===== config.mk =====
export PLATFORM = sky130hd
export DESIGN_NAME = cst_cell
export DESIGN_NICKNAME = d
export VERILOG_FILES = /design/src/hdl/cst_pkg.sv /design/src/hdl/cst_cell.sv
export SDC_FILE = /design/constraint.sdc
export NUM_CORES = 1
export LEC_CHECK = 0
export ABC_AREA = 1
export CAP_MARGIN = 10
export CORE_UTILIZATION = 34
export DETAILED_ROUTE_END_ITERATION = 16
export DONT_BUFFER_PORTS = 1
export GPL_TIMING_DRIVEN = 1
export SLEW_MARGIN = 20
export SYNTH_ARGS = -nofsm -noshare
export SYNTH_HDL_FRONTEND = slang
export SYNTH_SLANG_ARGS = --single-unit

===== constraint.sdc =====
create_clock -name clk_i -period 3.5 [get_ports clk_i]
set_input_delay 0.175 -clock clk_i [delete_from_list [all_inputs] [get_ports clk_i]]
set_output_delay 0.175 -clock clk_i [all_outputs]
set_load 0.01 [all_outputs]

===== src/hdl/cst_pkg.sv =====
// Shared types and constants for the client session table.
// No dependencies; used by the cell, the top level and the testbench.
`default_nettype none
package cst_pkg;

  localparam int TABLE_DEPTH_DEF = 16;

  localparam logic [4:0]  LIMIT_RST   = 5'd16;
  localparam logic [31:0] TIMEOUT_RST = 32'd10000;

  // register indexes (byte address / 4)
  localparam logic REG_CLIENT_LIMIT = 1'b0;
  localparam logic REG_TIMEOUT      = 1'b1;

  typedef enum logic [1:0] {
    ACT_ADD    = 2'd0,
    ACT_REMOVE = 2'd1,
    ACT_FIND   = 2'd2,
    ACT_TICK   = 2'd3
  } action_e;

  typedef enum logic [2:0] {
    ST_ADDED     = 3'd0,
    ST_REFRESHED = 3'd1,
    ST_FULL      = 3'd2,
    ST_REMOVED   = 3'd3,
    ST_NOT_FOUND = 3'd4,
    ST_FOUND     = 3'd5,
    ST_TICK_DONE = 3'd6
  } status_e;

  typedef enum logic {
    S_IDLE = 1'b0,
    S_BUSY = 1'b1
  } ctrl_state_e;

  // request travelling down the cell row
  typedef struct packed {
    logic        live;
    action_e     action;
    logic [31:0] ip_addr;
    logic [15:0] port_num;
    logic [31:0] now_ms;
    logic        hit;
    logic        free_ok;
  } tok_t;

  // new-entry write broadcast to all cells
  typedef struct packed {
    logic        en;
    logic [31:0] ip_addr;
    logic [15:0] port_num;
    logic [31:0] now_ms;
  } alloc_t;

endpackage
`default_nettype wire


===== src/hdl/cst_cell.sv =====
// One table entry: key, timestamp and valid bit, plus one hop of the request row.
// Depends on cst_pkg (tok_t, alloc_t, action_e).
`default_nettype none
module cst_cell #(
  parameter int TABLE_DEPTH = cst_pkg::TABLE_DEPTH_DEF,
  parameter int CELL_IDX    = 0,
  localparam int SLOT_W     = (TABLE_DEPTH > 1) ? $clog2(TABLE_DEPTH) : 1,
  localparam int CNT_W      = $clog2(TABLE_DEPTH + 1)
) (
  input  wire                 clk_i,
  input  wire                 rst_ni,
  input  wire  [31:0]         timeout_i,
  input  cst_pkg::alloc_t     alloc_i,
  input  wire  [SLOT_W-1:0]   alloc_slot_i,
  input  cst_pkg::tok_t       tok_i,
  input  wire  [SLOT_W-1:0]   hit_slot_i,
  input  wire  [SLOT_W-1:0]   free_slot_i,
  input  wire  [CNT_W-1:0]    pruned_i,
  output cst_pkg::tok_t       tok_o,
  output logic [SLOT_W-1:0]   hit_slot_o,
  output logic [SLOT_W-1:0]   free_slot_o,
  output logic [CNT_W-1:0]    pruned_o
);

  localparam logic [SLOT_W-1:0] IDX = SLOT_W'(CELL_IDX);

  logic               valid_q, valid_d;
  logic [31:0]        ip_q, ip_d;
  logic [15:0]        port_q, port_d;
  logic [31:0]        seen_q, seen_d;
  cst_pkg::tok_t      tok_q, tok_d;
  logic [SLOT_W-1:0]  hit_slot_q, hit_slot_d;
  logic [SLOT_W-1:0]  free_slot_q, free_slot_d;
  logic [CNT_W-1:0]   pruned_q, pruned_d;

  logic        match;
  logic        first;
  logic [31:0] idle_time;
  logic        expired;

  always_comb begin
    match     = valid_q && (ip_q == tok_i.ip_addr) && (port_q == tok_i.port_num);
    first     = match && !tok_i.hit;
    idle_time = tok_i.now_ms - seen_q;  // wraps mod 2^32
    expired   = valid_q && (idle_time > timeout_i);

    valid_d     = valid_q;
    ip_d        = ip_q;
    port_d      = port_q;
    seen_d      = seen_q;
    tok_d       = tok_i;
    hit_slot_d  = hit_slot_i;
    free_slot_d = free_slot_i;
    pruned_d    = pruned_i;

    if (tok_i.live) begin
      case (tok_i.action)
        cst_pkg::ACT_ADD: begin
          if (first) seen_d = tok_i.now_ms;
        end
        cst_pkg::ACT_REMOVE: begin
          if (first) valid_d = 1'b0;
        end
        cst_pkg::ACT_TICK: begin
          if (expired) begin
            valid_d  = 1'b0;
            pruned_d = pruned_i + CNT_W'(1);
          end
        end
        default: ;
      endcase
      if (tok_i.action != cst_pkg::ACT_TICK) begin
        tok_d.hit = tok_i.hit | match;
        if (first) hit_slot_d = IDX;
      end
      // lowest free slot wins
      if (!valid_q && !tok_i.free_ok) begin
        tok_d.free_ok = 1'b1;
        free_slot_d   = IDX;
      end
    end

    // new entry is written after the sweep, never while a request is here
    if (alloc_i.en && (alloc_slot_i == IDX)) begin
      valid_d = 1'b1;
      ip_d    = alloc_i.ip_addr;
      port_d  = alloc_i.port_num;
      seen_d  = alloc_i.now_ms;
    end
  end

  always_ff @(posedge clk_i or negedge rst_ni) begin
    if (!rst_ni) begin
      valid_q <= 1'b0;
      tok_q   <= '0;
    end else begin
      valid_q <= valid_d;
      tok_q   <= tok_d;
    end
  end

  always_ff @(posedge clk_i) begin
    ip_q           <= ip_d;
    port_q         <= port_d;
    seen_q         <= seen_d;
    hit_slot_q     <= hit_slot_d;
    free_slot_q    <= free_slot_d;
    pruned_q       <= pruned_d;
  end

  assign tok_o       = tok_q;
  assign hit_slot_o  = hit_slot_q;
  assign free_slot_o = free_slot_q;
  assign pruned_o    = pruned_q;

endmodule
`default_nettype wire


### After elaboration in Yosys (flattened, before gate mapping)

Index checks and enable logic that the tools add are counted.

* bitwise logic cells: 1
* multiplexer cells: 20
* add/subtract/negate cells: 2
* equal/unequal tests: 7
* magnitude comparators: 1
* reductions and logical operators: 17

Operators by type and width (count)
* $mux 32: 4
* $eq 32x32->1: 1
* $gt 32x32->1: 1
* $sub 32x32->32: 1
* $mux 4: 5
* $eq 16x16->1: 1
* $mux 5: 3
* $logic_and 1x1->1: 6
* $mux 1: 6
* $ne 3x3->1 const B: 2
* $reduce_bool 2->1: 3
* $add 5x1->5 const B: 1
* $logic_not 4->1: 1
* $reduce_and 4->1: 1
* $logic_not 1->1: 3
* $reduce_and 3->1: 1
* $reduce_bool 3->1: 1
* $eq 2x1->1 const B: 1
* $eq 2x2->1 const B: 1
* $logic_not 2->1: 1
* $mux 2: 1
* $ne 2x2->1 const B: 1
* $pmux 1 s2: 1
* $or 1x1->1: 1

* logic and storage cells: 62
* output and inout port bits: 98
* bits of input ports: 217
* register bits after elaboration: 179

### Longest topological paths before layout

Gate-level depths: netlist of run 1.

* depth in word-level cells: 8
* gate-level depth with buffers: 26
* mapped depth without buffers: 26

### Least setup slack after synthesis of run 1

OpenSTA, ideal clock, no wires.

* kind: register to register
* start point: register port_q[3]
* end point: register seen_q[0] (enable)
* buffers on the path: 0
* library setup time: 0.466 ns
* clock period less this slack: 3.735 ns
* data arrival time: 3.269 ns
* data required time: 3.034 ns
* cell stages (with the launch flop): 10
* setup slack: -0.235 ns
* cells stage by stage: edfxtp_1 > nand2_1 > nand2_1 > nor3_1 > nand2_1 > nor2_1 > nand2_1 > nor2_1 > nand3_1 > o21ai_0

* cells in the longest elaborated chain, start to end: 5

RTL lines
* start, declared: RTL line cst_cell.sv:29 `logic [15:0] port_q, port_d;`
* start signal, assigned: RTL line cst_cell.sv:104 `port_q <= port_d;`
* $eq 16x16->1: RTL line cst_cell.sv:42 `match = valid_q && (ip_q == tok_i.ip_addr) && (port_q == tok_i.port_num);`
* $logic_and 1x1->1: RTL line cst_cell.sv:42
* $logic_and 1x1->1: RTL line cst_cell.sv:43 `first = match && !tok_i.hit;`
* $reduce_bool 2->1 (no line)
* $reduce_and 3->1 (no line)
* end signal, assigned: RTL line cst_cell.sv:105 `seen_q <= seen_d;`
* end, declared: RTL line cst_cell.sv:30 `logic [31:0] seen_q, seen_d;`

No other way between the ends.
A chain may end at the register's enable or synchronous reset.

### Worst setup path after layout of run 1

* start point: register seen_q[0]
* end point: register pruned_q[3] (netlist: pruned_o[3])

* cells in the longest elaborated chain, start to end: 6

RTL lines
* $sub 32x32->32: RTL line cst_cell.sv:44 `idle_time = tok_i.now_ms - seen_q;`
* $gt 32x32->1: RTL line cst_cell.sv:45 `expired = valid_q && (idle_time > timeout_i);`
* $logic_and 1x1->1: RTL line cst_cell.sv:45
* $mux 5: RTL line cst_cell.sv:65 `if (expired) begin`
* $mux 5: RTL line cst_cell.sv:57 `case (tok_i.action)`
* $mux 5: RTL line cst_cell.sv:56 `if (tok_i.live) begin`
* via pruned_d[3]: RTL line cst_cell.sv:34 `logic [CNT_W-1:0] pruned_q, pruned_d;`
* end signal, assigned: RTL line cst_cell.sv:108 `pruned_q <= pruned_d;`
* end, declared: RTL line cst_cell.sv:34

The timed path passes the listed nets, and every way through them passes these cells.

==> impl_table.tex, run 1 <==
\begin{tabular}{lr}
\hline
Metric & Value \\
\hline
\multicolumn{2}{l}{\textbf{Final layout}} \\
Commonest non-fill, non-tap cell in the layout & sky130\_fd\_sc\_hd\_\_nand2\_1 \\
Number of inserted diodes & 0 \\
Fillcell total & $\sim$2600 \\
Fraction of layout cells with a size suffix above 1 & slightly below 8\% \\
Filler-free cell count of the finished design & 1668 \\
Final \#Nets & between 1500 and 2000 \\
Commonest cells after routing, fill and taps aside & sky130\_fd\_sc\_hd\_\_nand2\_1 (285), sky130\_fd\_sc\_hd\_\_inv\_1 (186), sky130\_fd\_sc\_hd\_\_dlygate4sd3\_1 (183), sky130\_fd\_sc\_hd\_\_nor2\_1 (92), sky130\_fd\_sc\_hd\_\_dfrtp\_1 (86) \\
Core Util, Final & 46.4\% \\
Synthesis-to-layout area growth & 32.8\% \\
\multicolumn{2}{l}{\textbf{Die}} \\
Die Footprint & 28600 um\^{}2 \\
Core Area & around 27000 um\^{}2 \\
Number of placed I/O pins & $\sim$320 \\
Row count & 60 \\
Die X-Extent & approximately 170 um \\
Initial core utilization & a little over a third \\
Die Height & approximately 170 um \\
\multicolumn{2}{l}{\textbf{Global routing}} \\
Total global-route track usage & between 20\% and 30\% \\
Wire length of the first global-routing pass & between 40000 and 50000 um \\
Vias in the first global route & slightly above 8000 \\
Total global routing overflow & 0 \\
Maximum number of pins on one net before global-route repair & 87 \\
Initial antenna violation count & 0 \\
\multicolumn{2}{l}{\textbf{Placement}} \\
Detailed Place HPWL & around 21000 um \\
Number of placed cells counting well taps & between 1000 and 1500 \\
Port-buffer cells & 0 \\
Final weighted congestion in routability-driven placement & 0.908 \\
\multicolumn{2}{l}{\textbf{STA}} \\
Final Hold Violating Endpoints & 0 \\
Tmin final & 3.40 ns \\
Min Hold Slack & 0.0320 ns \\
Number of setup violations in the final report & 0 \\
Setup repair after global routing missed its margin & true \\
Remaining max-slew budget at the tightest pin & 30.2\% \\
Setup Skew & $\sim$0.035 ns \\
Max-slew violation count & 0 \\
Final clock period utilization by the worst path & between 90\% and 100\% \\
Pin slew with the least headroom to its limit & about 1.0 ns \\
Max Fclk & 0.295 GHz \\
\multicolumn{2}{l}{\textbf{Hold path}} \\
Worst Hold Launch & pruned\_i[1] \\
Min-delay worst type & input pin to register \\
\multicolumn{2}{l}{\textbf{Pwr}} \\
Reg power frac & 45.6\% \\
Leakage power figure & a little under 6 nW \\
Power share of the clock group & between 30\% and 40\% \\
Sw Pwr & between 0.0015 and 0.002 W \\
Peak supply drop & around 0.30 mV \\
Internal power summed over all cells & 0.00364 W \\
Share of power burned in combinational logic & 15.5\% \\
Power consumption & just over 0.005 W \\
Proportion of total power due to net switching & between 20\% and 30\% \\
Power per unit of standard cell area & between 400 and 500 nW/um\^{}2 \\
\multicolumn{2}{l}{\textbf{Clock network}} \\
Cell chosen for the clock root & sky130\_fd\_sc\_hd\_\_clkbuf\_16 \\
CTS tree & done \\
Number of buffers created by CTS & 17 \\
Source-to-sink clock delay at the later pin of the worst-skew pair & approximately 0.44 ns \\
Clock tree sinks & approximately 180 \\
Clock buffer depth & 2 \\
Maximum level of the CTS H-tree & 4 \\
Clock-pin slew on the worst setup and hold paths & $\sim$0.080 ns \\
\multicolumn{2}{l}{\textbf{Worst setup path}} \\
CP Max Fanout & 4 \\
Worst Setup Path Type & register to register \\
Critical Path Source Type & register \\
Worst setup path startpoint & seen\_q[0] \\
Worst endpoint data arrival time & approximately 3.7 ns \\
Required arrival time at the worst endpoint & 3.83 ns \\
Worst setup EP type & register \\
Critical R2R Launch & seen\_q[0] \\
\multicolumn{2}{l}{\textbf{Logic synthesis}} \\
Number of flops mapped to enable cells by yosys & 80 \\
Distinct cell type count of the synthesized netlist & between 40 and 50 \\
Synth Warn \# & 0 \\
Predominant post-synthesis flop cell & sky130\_fd\_sc\_hd\_\_dfrtp\_1 \\
Ys async rst share & between 40 and 50\% \\
Seq/Total Area, Yosys & about half \\
Number of nets produced by synthesis & about 1400 \\
Cell count after synthesis & 1074 \\
Total standard cell area after synthesis & 9500 um\^{}2 \\
Mean instance size in the synthesized netlist & about 8.8 um\^{}2 \\
Register bit total from synthesis & 179 \\
\multicolumn{2}{l}{\textbf{Drt}} \\
Via/cell ratio & about 4.7 \\
Sum of routed wire length over all layers & slightly below 30000 um \\
Total number of vias & between 7000 and 8000 \\
Routed WL per cell & 17.6 um \\
DR pass1 iterations & 5 \\
Final antenna-violating net count & 0 \\
Initial drt markers & $\sim$480 \\
DRC violations left & 0 \\
\multicolumn{2}{l}{\textbf{Flow run}} \\
Max cap viols & 0 \\
\multicolumn{2}{l}{\textbf{Outcome}} \\
Result of the run & complete, no violations \\
\hline
\end{tabular}
[flip-flops by register name (all words and copies together) (netlist names)]
register,flops
free_slot_o,4
hit_slot_o,4
ip_q,32
port_q,16
pruned_o,5
seen_q,32
tok_o,85
valid_q,1
[power groups by stage]
stage / Clock [W] / Sequential (W) / Combinational [W]
detailed placement: 0 / 0.00240 / 0.000569
CTS: 0.00206 / 0.00235 / 0.000780
global route: 0.00214 / 0.00236 / 0.000906
floorplan: 0 / 0.00238 / 0.000435
global placement: 0 / 0.00240 / 0.000565
finish: 0.00201 / 0.00235 / 0.000799
[critical path: stages, from the launching register on]
cell and delay, ns:
sky130_fd_sc_hd__edfxtp_1 0.34, sky130_fd_sc_hd__ha_2 0.17, sky130_fd_sc_hd__inv_2 0.04, sky130_fd_sc_hd__fa_2 0.34
sky130_fd_sc_hd__nand3_2 0.10, sky130_fd_sc_hd__nand2_4 0.07, sky130_fd_sc_hd__a21oi_4 0.19, sky130_fd_sc_hd__o21bai_4 0.10
sky130_fd_sc_hd__a21oi_4 0.20, sky130_fd_sc_hd__inv_2 0.07, sky130_fd_sc_hd__nand2_2 0.05, sky130_fd_sc_hd__nand2_1 0.05
sky130_fd_sc_hd__xor2_1 0.15, sky130_fd_sc_hd__ha_1 0.29, sky130_fd_sc_hd__nand2_2 0.06, sky130_fd_sc_hd__nor2_2 0.10
sky130_fd_sc_hd__nand4_1 0.14, sky130_fd_sc_hd__nor3b_2 0.28, sky130_fd_sc_hd__nand2_1 0.10, sky130_fd_sc_hd__nand2_2 0.11
sky130_fd_sc_hd__nand4_1 0.13, sky130_fd_sc_hd__nor3_2 0.16, sky130_fd_sc_hd__nor2_1 0.06
[through the flow]
step	setup slack (ns)	area, um^2	TNS [ns]
after floorplan	0.492	9500	0
after global placement	0.208	9990	0
after detailed placement	0.0921	9990	0
after CTS	0.0803	12500	0
after global routing	-0.160	12600	-0.464
final	0.105	12600	0
[final timing paths]
kind | slack (ns) | end | depth (start not counted)
worst max-delay path | 0.10 | pruned_o[3] | 22
worst min-delay path | 0.03 | pruned_o[1] | 3
worst max register to register | 0.10 | pruned_o[3] | 22
worst min register to register | 0.62 | valid_q | 2
max in group asynchronous | 2.79 | tok_o[83] | 2
min in group asynchronous | 0.31 | tok_o[49] | 2
[per-layer routing]
| metal | share of wire [%] | vias up | global-route usage [%] |
|---|---|---|---|
| li1 | - | 3855 | - |
| met1 | 40 | 3686 | 23.3 |
| met2 | 50 | 305 | 38.1 |
| met3 | 6.7 | 42 | 5.18 |
| met4 | 2.6 | 0 | 7.40 |
| met5 | 0 | - | 0 |
[Yosys cell counts (13+ instances only)]
master | number | area share, %
sky130_fd_sc_hd__nand2_1 | 287 | 11
sky130_fd_sc_hd__inv_1 | 187 | 7.4
sky130_fd_sc_hd__nor2_1 | 92 | 3.6
sky130_fd_sc_hd__dfrtp_1 | 86 | 23
sky130_fd_sc_hd__edfxtp_1 | 80 | 25
sky130_fd_sc_hd__ha_1 | 64 | 8.4
sky130_fd_sc_hd__a21oi_1 | 48 | 2.5
sky130_fd_sc_hd__xor2_1 | 31 | 2.9
sky130_fd_sc_hd__nand3_1 | 28 | 1.5
sky130_fd_sc_hd__o21ai_0 | 26 | 1.4
sky130_fd_sc_hd__nand4_1 | 21 | 1.4
sky130_fd_sc_hd__xnor2_1 | 16 | 1.5
sky130_fd_sc_hd__nor3_1 | 14 | 0.74
sky130_fd_sc_hd__dfxtp_1 | 13 | 2.7
[cell families after synthesis]
| kind of cell | after synthesis | synth area share [%] |
|---|---|---|
| compound gates | 113 | 7.64 |
| xor+xnor | 47 | 4.33 |
| flops | 179 | 50.7 |
| simple gates | 472 | 20.9 |
| fa+ha+maj | 65 | 8.64 |
| buf+inv | 198 | 7.84 |
[repair_timing]
action	in CTS	in global routing
gates resized for setup	0	19
setup buffers	0	8
hold buffers	184	0
hold endpoints to repair	265	0
setup endpoints to repair	0	6
[final cells by class]
cell class,count,area (um^2),area share [%]
sequential,179,4810,38.2
multi-input combinational,697,4030,32.0
timing repair buffer,197,1960,15.5
inverter,191,717,5.68
tap,372,465,3.69
clock buffer,17,425,3.37
clock inverter,15,204,1.62
No activity file was read; power rests on OpenSTA's default activity.
==> inputs of run 2 (changes only) <==
--- a/config.mk
+++ b/config.mk
@@ -5,7 +5,6 @@
 export SDC_FILE = /design/constraint.sdc
 export NUM_CORES = 1
 export LEC_CHECK = 0
-export ABC_AREA = 1
 export CAP_MARGIN = 10
 export CORE_UTILIZATION = 34
 export DETAILED_ROUTE_END_ITERATION = 16
==> impl_table.tex, run 2 <==
\begin{tabular}{lr}
\hline
Metric & Value \\
\hline
\multicolumn{2}{l}{\textbf{Outcome}} \\
Result of the run & finished with violations \\
Violations in the final reports & negative setup slack \\
\multicolumn{2}{l}{\textbf{STA}} \\
Min Hold Slack & $\sim$0.068 ns \\
Max Fclk & between 0.2 and 0.25 GHz \\
Tmin final & slightly above 4 ns \\
Number of setup violations in the final report & 6 \\
Setup repair after global routing missed its margin & true \\
Setup TNS & -2.70 ns \\
Max-slew violation count & 0 \\
Final Hold Violating Endpoints & 0 \\
Final clock period utilization by the worst path & 116\% \\
Setup Skew & 0.0153 ns \\
Pin slew with the least headroom to its limit & around 0.56 ns \\
Setup WS post-layout & -0.543 ns \\
Remaining max-slew budget at the tightest pin & between 60\% and 70\% \\
\multicolumn{2}{l}{\textbf{Placement}} \\
Final weighted congestion in routability-driven placement & approximately 0.83 \\
Area after detailed placement & approximately 9500 um\^{}2 \\
Detailed Place HPWL & about 17000 um \\
Port-buffer cells & 0 \\
Worst slack, placed & -0.586 ns \\
\multicolumn{2}{l}{\textbf{Logic synthesis}} \\
Number of flops mapped to enable cells by yosys & 80 \\
Register bit total from synthesis & 179 \\
Number of nets produced by synthesis & 963 \\
Cell count after synthesis & just under 700 \\
Synth Warn \# & 0 \\
List of most frequent post-synthesis cells & sky130\_fd\_sc\_hd\_\_dfrtp\_1 (86), sky130\_fd\_sc\_hd\_\_edfxtp\_1 (80), sky130\_fd\_sc\_hd\_\_inv\_1 (75) \\
Mean instance size in the synthesized netlist & 12.6 um\^{}2 \\
Total standard cell area after synthesis & approximately 8600 um\^{}2 \\
Predominant post-synthesis flop cell & sky130\_fd\_sc\_hd\_\_dfrtp\_1 \\
Ys async rst share & 48.0\% \\
Leading cell type by number of instances after synthesis & sky130\_fd\_sc\_hd\_\_dfrtp\_1 \\
Top cell type's share of synthesized area & between 20\% and 30\% \\
Distinct cell type count of the synthesized netlist & 65 \\
Seq/Total Area, Yosys & between 50 and 60\% \\
Largest cells by area after synthesis & sky130\_fd\_sc\_hd\_\_edfxtp\_1 (28\%), sky130\_fd\_sc\_hd\_\_dfrtp\_1 (25\%), sky130\_fd\_sc\_hd\_\_ha\_1 (9.4\%) \\
Area leader, netlist & sky130\_fd\_sc\_hd\_\_edfxtp\_1 \\
\multicolumn{2}{l}{\textbf{Hold path}} \\
Hold Path Cell Cnt & 4 \\
End point of the most critical hold path & valid\_q \\
Worst Hold Launch & tok\_i[1] \\
Min-delay worst type & input pin to register \\
\multicolumn{2}{l}{\textbf{Worst setup path}} \\
Worst Setup Path Type & register to register \\
Setup slack, reg-to-reg & -0.54 ns \\
Slowest library cell on the worst path & sky130\_fd\_sc\_hd\_\_edfxtp\_1 \\
Worst endpoint data arrival time & $\sim$4.4 ns \\
Worst path cell trace & inv\_1 -> ha\_4 -> a211oi\_2 -> o31ai\_4 -> o22a\_2 -> a211oi\_4 -> o31a\_4 -> o211a\_4 -> mux2i\_1 -> a221oi\_2 -> ha\_1 -> nand4\_1 -> nor4\_1 -> nor3\_1 -> buf\_4 -> a211o\_4 -> mux2\_4 \\
Critical Path Source Type & register \\
Slowest stage delay, CP & $\sim$0.37 ns \\
CP Max Fanout & 4 \\
Number of cells on the worst reg-to-reg path & 17 \\
Worst setup EP type & register \\
Worst setup path startpoint & seen\_q[9] \\
Critical R2R Launch & seen\_q[9] \\
Required arrival time at the worst endpoint & between 3 and 4 ns \\
Capture point of the worst reg-to-reg path & pruned\_o[1] \\
\multicolumn{2}{l}{\textbf{Clock network}} \\
Clock tree sinks & around 180 \\
Clock buffer depth & 2 \\
Number of buffers created by CTS & 17 \\
Clock-pin slew on the worst setup and hold paths & 0.08 ns \\
CTS tree & done \\
Cell chosen for the clock root & sky130\_fd\_sc\_hd\_\_clkbuf\_16 \\
Maximum level of the CTS H-tree & 4 \\
Source-to-sink clock delay at the later pin of the worst-skew pair & about 0.44 ns \\
\multicolumn{2}{l}{\textbf{Final layout}} \\
Commonest non-fill, non-tap cell in the layout & sky130\_fd\_sc\_hd\_\_dlygate4sd3\_1 \\
Fraction of layout cells with a size suffix above 1 & between 10\% and 20\% \\
Post-route standard cell area excluding fillers & 12100 um\^{}2 \\
Flip-flop count of the largest register, all copies and words added & 85 \\
Final \#Nets & 1233 \\
Commonest cells after routing, fill and taps aside & sky130\_fd\_sc\_hd\_\_dlygate4sd3\_1 (179), sky130\_fd\_sc\_hd\_\_dfrtp\_1 (86), sky130\_fd\_sc\_hd\_\_edfxtp\_1 (80), sky130\_fd\_sc\_hd\_\_buf\_4 (79), sky130\_fd\_sc\_hd\_\_inv\_1 (75) \\
Synthesis-to-layout area growth & 41.7\% \\
\multicolumn{2}{l}{\textbf{Global routing}} \\
Wire length of the first global-routing pass & about 37000 um \\
Total global-route track usage & between 10\% and 20\% \\
Maximum number of pins on one net before global-route repair & 87 \\
Vias in the first global route & about 6600 \\
Initial antenna violation count & 1 \\
Total global routing overflow & 0 \\
\multicolumn{2}{l}{\textbf{Drt}} \\
DRC violations left & 0 \\
Met2 layer wire length in the routed design & about 12000 um \\
Detailed-route wire length on metal 1 & between 10000 and 15000 um \\
Initial drt markers & 321 \\
Total number of vias & about 6200 \\
Via/cell ratio & just under 5 \\
Routed length on met3 & between 1500 and 2000 um \\
Top routing layer used & met4 \\
Routed WL per cell & 19.3 um \\
DR pass1 iterations & 4 \\
Sum of routed wire length over all layers & approximately 25000 um \\
Final antenna-violating net count & 0 \\
\multicolumn{2}{l}{\textbf{Pwr}} \\
Power per unit of standard cell area & roughly 420 nW/um\^{}2 \\
Peak supply drop & 0.223 mV \\
Leakage power figure & a little over 5 nW \\
\multicolumn{2}{l}{\textbf{Die}} \\
Core Area & 24500 um\^{}2 \\
Die Footprint & roughly 26000 um\^{}2 \\
Die X-Extent & $\sim$160 um \\
Number of placed I/O pins & approximately 320 \\
Row count & 57 \\
Initial core utilization & 34.9\% \\
Die Height & between 150 and 200 um \\
\multicolumn{2}{l}{\textbf{Flow run}} \\
Max cap viols & 0 \\
\hline
\end{tabular}
run 2: cell types whose count changed after synthesis, sizes merged, moves of 18 or more:
cell,change
a21o,+20
a21oi,-27
inv,-114
mux2,+32
nand2,-275
nor2,-72
o21ai,-18
xnor2,+21
run 2: per-layer routing:
layer	global-route usage [%]	vias up
met3	6.22	20
met4	4.55	0
met2	34.0	242
li1	-	2969
met5	0	-
met1	23.1	2964
run 2: worst max-delay path: cells and delay by family, from the launching register on:
family / cells / cell delay, ns
flip-flops: 1 / 0.37
multiplexers: 2 / 0.52
AND/OR/NAND/NOR: 3 / 0.61
AO/OA/AOI/OAI: 8 / 1.67
adder cells (fa/ha/maj): 2 / 0.52
buffers and inverters: 2 / 0.25
run 2: worst max path at each step:
stage,end,slack [ns]
3_5_place_dp,pruned_o[1],-0.59
5_1_grt,pruned_o[1],-0.70
3_3_place_gp,pruned_o[1],-0.59
6_report,pruned_o[1],-0.54
2_1_floorplan,pruned_o[1],-0.16
4_1_cts,pruned_o[1],-0.45
run 2: what timing repair did:
| item | 4_1_cts | 5_1_grt |
|---|---|---|
| endpoints found under the hold margin | 265 | 0 |
| setup endpoints to repair | 6 | 6 |
| gates resized for setup | 9 | 10 |
| setup buffers | 2 | 4 |
| pin swaps | 6 | 4 |
| hold buffers | 180 | 0 |
run 2: kinds of logic (layout without fill, tap and decap cells):
| group | count (synthesis) | count (layout) | share of synthesized area (%) |
|---|---|---|---|
| other cells | 0 | 1 | 0 |
| simple gates | 125 | 125 | 7.81 |
| buf+inv | 84 | 367 | 4.25 |
| fa+ha+maj | 65 | 65 | 9.59 |
| flops | 179 | 179 | 56.3 |
| mux | 33 | 33 | 4.33 |
| compound gates | 119 | 119 | 9.99 |
| xor+xnor | 76 | 76 | 7.78 |
run 2: final cells by class:
type | instances | area [um^2]
antenna | 1 | 2.50
clock buffer | 18 | 439
clock inverter | 14 | 180
fill | 2161 | 12400
inverter | 75 | 282
multi-input combinational | 418 | 3580
sequential | 179 | 4810
tap | 324 | 405
timing repair buffer | 260 | 2420
run 2: metrics by stage:
| step | std cells | power, W | util (%) |
|---|---|---|---|
| global placement | 1070 | 0.00294 | 38.8 |
| floorplan | 681 | 0.00278 | - |
| detailed placement | 1070 | 0.00295 | 38.8 |
| CTS | 1284 | 0.00514 | 49.0 |
| finish | 1289 | 0.00510 | 49.4 |
| global route | 1289 | 0.00533 | 49.4 |
run 2: power breakdown:
part	leakage, nW	internal [W]	switching [W]	total [W]
combinational	3.05	0.000427	0.000350	0.000777
sequential	1.83	0.00228	0.0000735	0.00235
clock	0.300	0.000995	0.000976	0.00197
==> inputs of run 3 (changes only) <==
--- a/config.mk
+++ b/config.mk
@@ -10,6 +10,7 @@
 export DETAILED_ROUTE_END_ITERATION = 16
 export DONT_BUFFER_PORTS = 1
 export GPL_TIMING_DRIVEN = 1
+export SKIP_CTS_REPAIR_TIMING = 1
 export SLEW_MARGIN = 20
 export SYNTH_ARGS = -nofsm -noshare
 export SYNTH_HDL_FRONTEND = slang
==> impl_table.tex, run 3 (same netlist as run 2, synthesis figures left out) <==
\begin{tabular}{lr}
\hline
Metric & Value \\
\hline
\multicolumn{2}{l}{\textbf{Outcome}} \\
Result of the run & finished with violations \\
Violations in the final reports & negative hold slack, negative setup slack \\
\multicolumn{2}{l}{\textbf{Die}} \\
Number of placed I/O pins & approximately 320 \\
Die Footprint & 25800 um\^{}2 \\
Core Area & approximately 25000 um\^{}2 \\
Die X-Extent & between 150 and 200 um \\
Row count & 57 \\
Die Height & between 150 and 200 um \\
Initial core utilization & 34.9\% \\
\multicolumn{2}{l}{\textbf{Worst setup path}} \\
Capture point of the worst reg-to-reg path & pruned\_o[1] \\
Worst endpoint data arrival time & between 4 and 5 ns \\
Number of cells on the worst reg-to-reg path & 17 \\
Critical Path Source Type & register \\
Worst path cell trace & inv\_1 -> ha\_4 -> a211oi\_2 -> o31ai\_4 -> o22a\_2 -> a211oi\_4 -> o31a\_4 -> o211a\_4 -> mux2i\_1 -> a221oi\_2 -> ha\_1 -> nand4\_1 -> nor4\_2 -> buf\_4 -> o31ai\_2 -> a211o\_4 -> mux2\_4 \\
Setup slack, reg-to-reg & -0.49 ns \\
Required arrival time at the worst endpoint & 3.81 ns \\
Worst Setup Path Type & register to register \\
CP Max Fanout & 4 \\
Number of buffers and inverters on the critical path & 2 \\
Slowest stage delay, CP & roughly 0.38 ns \\
Cell class contributing the biggest share of worst-path delay & compound AO/OA/AOI/OAI gates \\
Slowest library cell on the worst path & sky130\_fd\_sc\_hd\_\_a211o\_4 \\
Critical R2R Launch & seen\_q[9] \\
Worst setup EP type & register \\
\multicolumn{2}{l}{\textbf{Pwr}} \\
Leakage power figure & slightly above 5 nW \\
Peak supply drop & roughly 0.23 mV \\
Power per unit of standard cell area & 420 nW/um\^{}2 \\
\multicolumn{2}{l}{\textbf{STA}} \\
Number of setup violations in the final report & 6 \\
Tmin final & $\sim$4 ns \\
Max Fclk & 0.250 GHz \\
Remaining max-slew budget at the tightest pin & between 60\% and 70\% \\
Final clock period utilization by the worst path & 114\% \\
Min Hold Slack & -0.0195 ns \\
Pin slew with the least headroom to its limit & 0.568 ns \\
Setup WS post-layout & -0.494 ns \\
Final Hold Violating Endpoints & 1 \\
Max-slew violation count & 0 \\
Setup Skew & $\sim$0.015 ns \\
Setup repair after global routing missed its margin & true \\
\multicolumn{2}{l}{\textbf{Hold path}} \\
Min-delay worst type & input pin to register \\
End point of the most critical hold path & valid\_q \\
Worst Hold Launch & tok\_i[82] \\
Hold Path Cell Cnt & 3 \\
\multicolumn{2}{l}{\textbf{Global routing}} \\
Total global-route track usage & about 17\% \\
Initial antenna violation count & 0 \\
Wire length of the first global-routing pass & about 33000 um \\
Total global routing overflow & 0 \\
Maximum number of pins on one net before global-route repair & 87 \\
Vias in the first global route & between 5000 and 6000 \\
\multicolumn{2}{l}{\textbf{Drt}} \\
Routed WL per cell & between 15 and 20 um \\
Initial drt markers & about 340 \\
DRC violations left & 0 \\
DR pass1 iterations & 4 \\
Total number of vias & 6227 \\
Via/cell ratio & roughly 4.8 \\
Sum of routed wire length over all layers & approximately 25000 um \\
Final antenna-violating net count & 0 \\
\multicolumn{2}{l}{\textbf{Final layout}} \\
Commonest non-fill, non-tap cell in the layout & sky130\_fd\_sc\_hd\_\_dlygate4sd3\_1 \\
Final \#Nets & 1233 \\
Commonest cells after routing, fill and taps aside & sky130\_fd\_sc\_hd\_\_dlygate4sd3\_1 (180), sky130\_fd\_sc\_hd\_\_dfrtp\_1 (86), sky130\_fd\_sc\_hd\_\_edfxtp\_1 (80), sky130\_fd\_sc\_hd\_\_buf\_4 (78), sky130\_fd\_sc\_hd\_\_inv\_1 (75) \\
Synthesis-to-layout area growth & 41.8\% \\
Flip-flop count of the largest register, all copies and words added & 85 \\
Core Util, Final & 49.5\% \\
Fraction of layout cells with a size suffix above 1 & around a fifth \\
Number of inserted diodes & 0 \\
\multicolumn{2}{l}{\textbf{Clock network}} \\
Maximum level of the CTS H-tree & 4 \\
Clock buffer depth & 2 \\
CTS tree & done \\
Clock-pin slew on the worst setup and hold paths & 0.08 ns \\
Number of buffers created by CTS & 17 \\
Source-to-sink clock delay at the later pin of the worst-skew pair & approximately 0.44 ns \\
Clock tree sinks & 179 \\
Cell chosen for the clock root & sky130\_fd\_sc\_hd\_\_clkbuf\_16 \\
\multicolumn{2}{l}{\textbf{Placement}} \\
Port-buffer cells & 0 \\
Detailed Place HPWL & between 15000 and 20000 um \\
Final weighted congestion in routability-driven placement & 0.826 \\
\multicolumn{2}{l}{\textbf{Flow run}} \\
Max cap viols & 0 \\
\hline
\end{tabular}
run 3: cell count changes in the layout (fill, tap and decap cells not counted), sizes merged:
cell / change
buf: -1
dlygate4sd3: +1
diode: -1
run 3: through the flow:
step | cell area [um^2] | power (W) | setup TNS [ns] | std cells | setup slack [ns]
6_report | 12100 | 0.00510 | -2.45 | 1288 | -0.494
5_1_grt | 12100 | 0.00532 | -3.76 | 1288 | -0.689
4_1_cts | 10100 | 0.00493 | -3.16 | 1102 | -0.632
3_5_place_dp | 9530 | 0.00295 | -2.88 | 1070 | -0.586
3_3_place_gp | 9530 | 0.00294 | -2.86 | 1070 | -0.592
2_1_floorplan | 8650 | 0.00278 | -0.307 | 681 | -0.160
run 3: worst max-delay path by stage:
stage / startpoint / endpoint / depth (start not counted)
after floorplan: seen_q[14] / pruned_o[1] / 19
after global placement: seen_q[0] / pruned_o[1] / 19
after detailed placement: seen_q[0] / pruned_o[1] / 19
after CTS: seen_q[0] / pruned_o[1] / 19
after global routing: seen_q[0] / pruned_o[1] / 18
final: seen_q[9] / pruned_o[1] / 17
run 3: layout make-up:
class | instances | area (um^2)
Sequential cell | 179 | 4810
Clock inverter | 14 | 180
Inverter | 75 | 282
Timing Repair Buffer | 260 | 2430
Tap cell | 324 | 405
Fill cell | 2171 | 12400
Multi-Input combinational cell | 418 | 3590
Clock buffer | 18 | 439
run 3: per-layer routing:
metal	part of all wire [%]	track usage (%)	vias up
li1	-	-	2965
met1	41	20.1	2983
met2	49	29.8	259
met3	7.9	6.22	20
met4	1.3	3.77	0
met5	0	0	-
run 3: report_power, final:
part	internal, W	switching [W]	total [W]	leakage [nW]
Sequential	0.00228	0.0000741	0.00235	1.83
Clock	0.000995	0.000975	0.00197	0.300
Combinational	0.000425	0.000348	0.000772	3.05
Total	0.00370	0.00140	0.00510	5.19
run 3: tightest hold or removal path, stage by stage:
cell                       delay (ns)
sky130_fd_sc_hd__nand3_1         0.06
sky130_fd_sc_hd__nand2_1         0.07
sky130_fd_sc_hd__o21bai_1        0.05
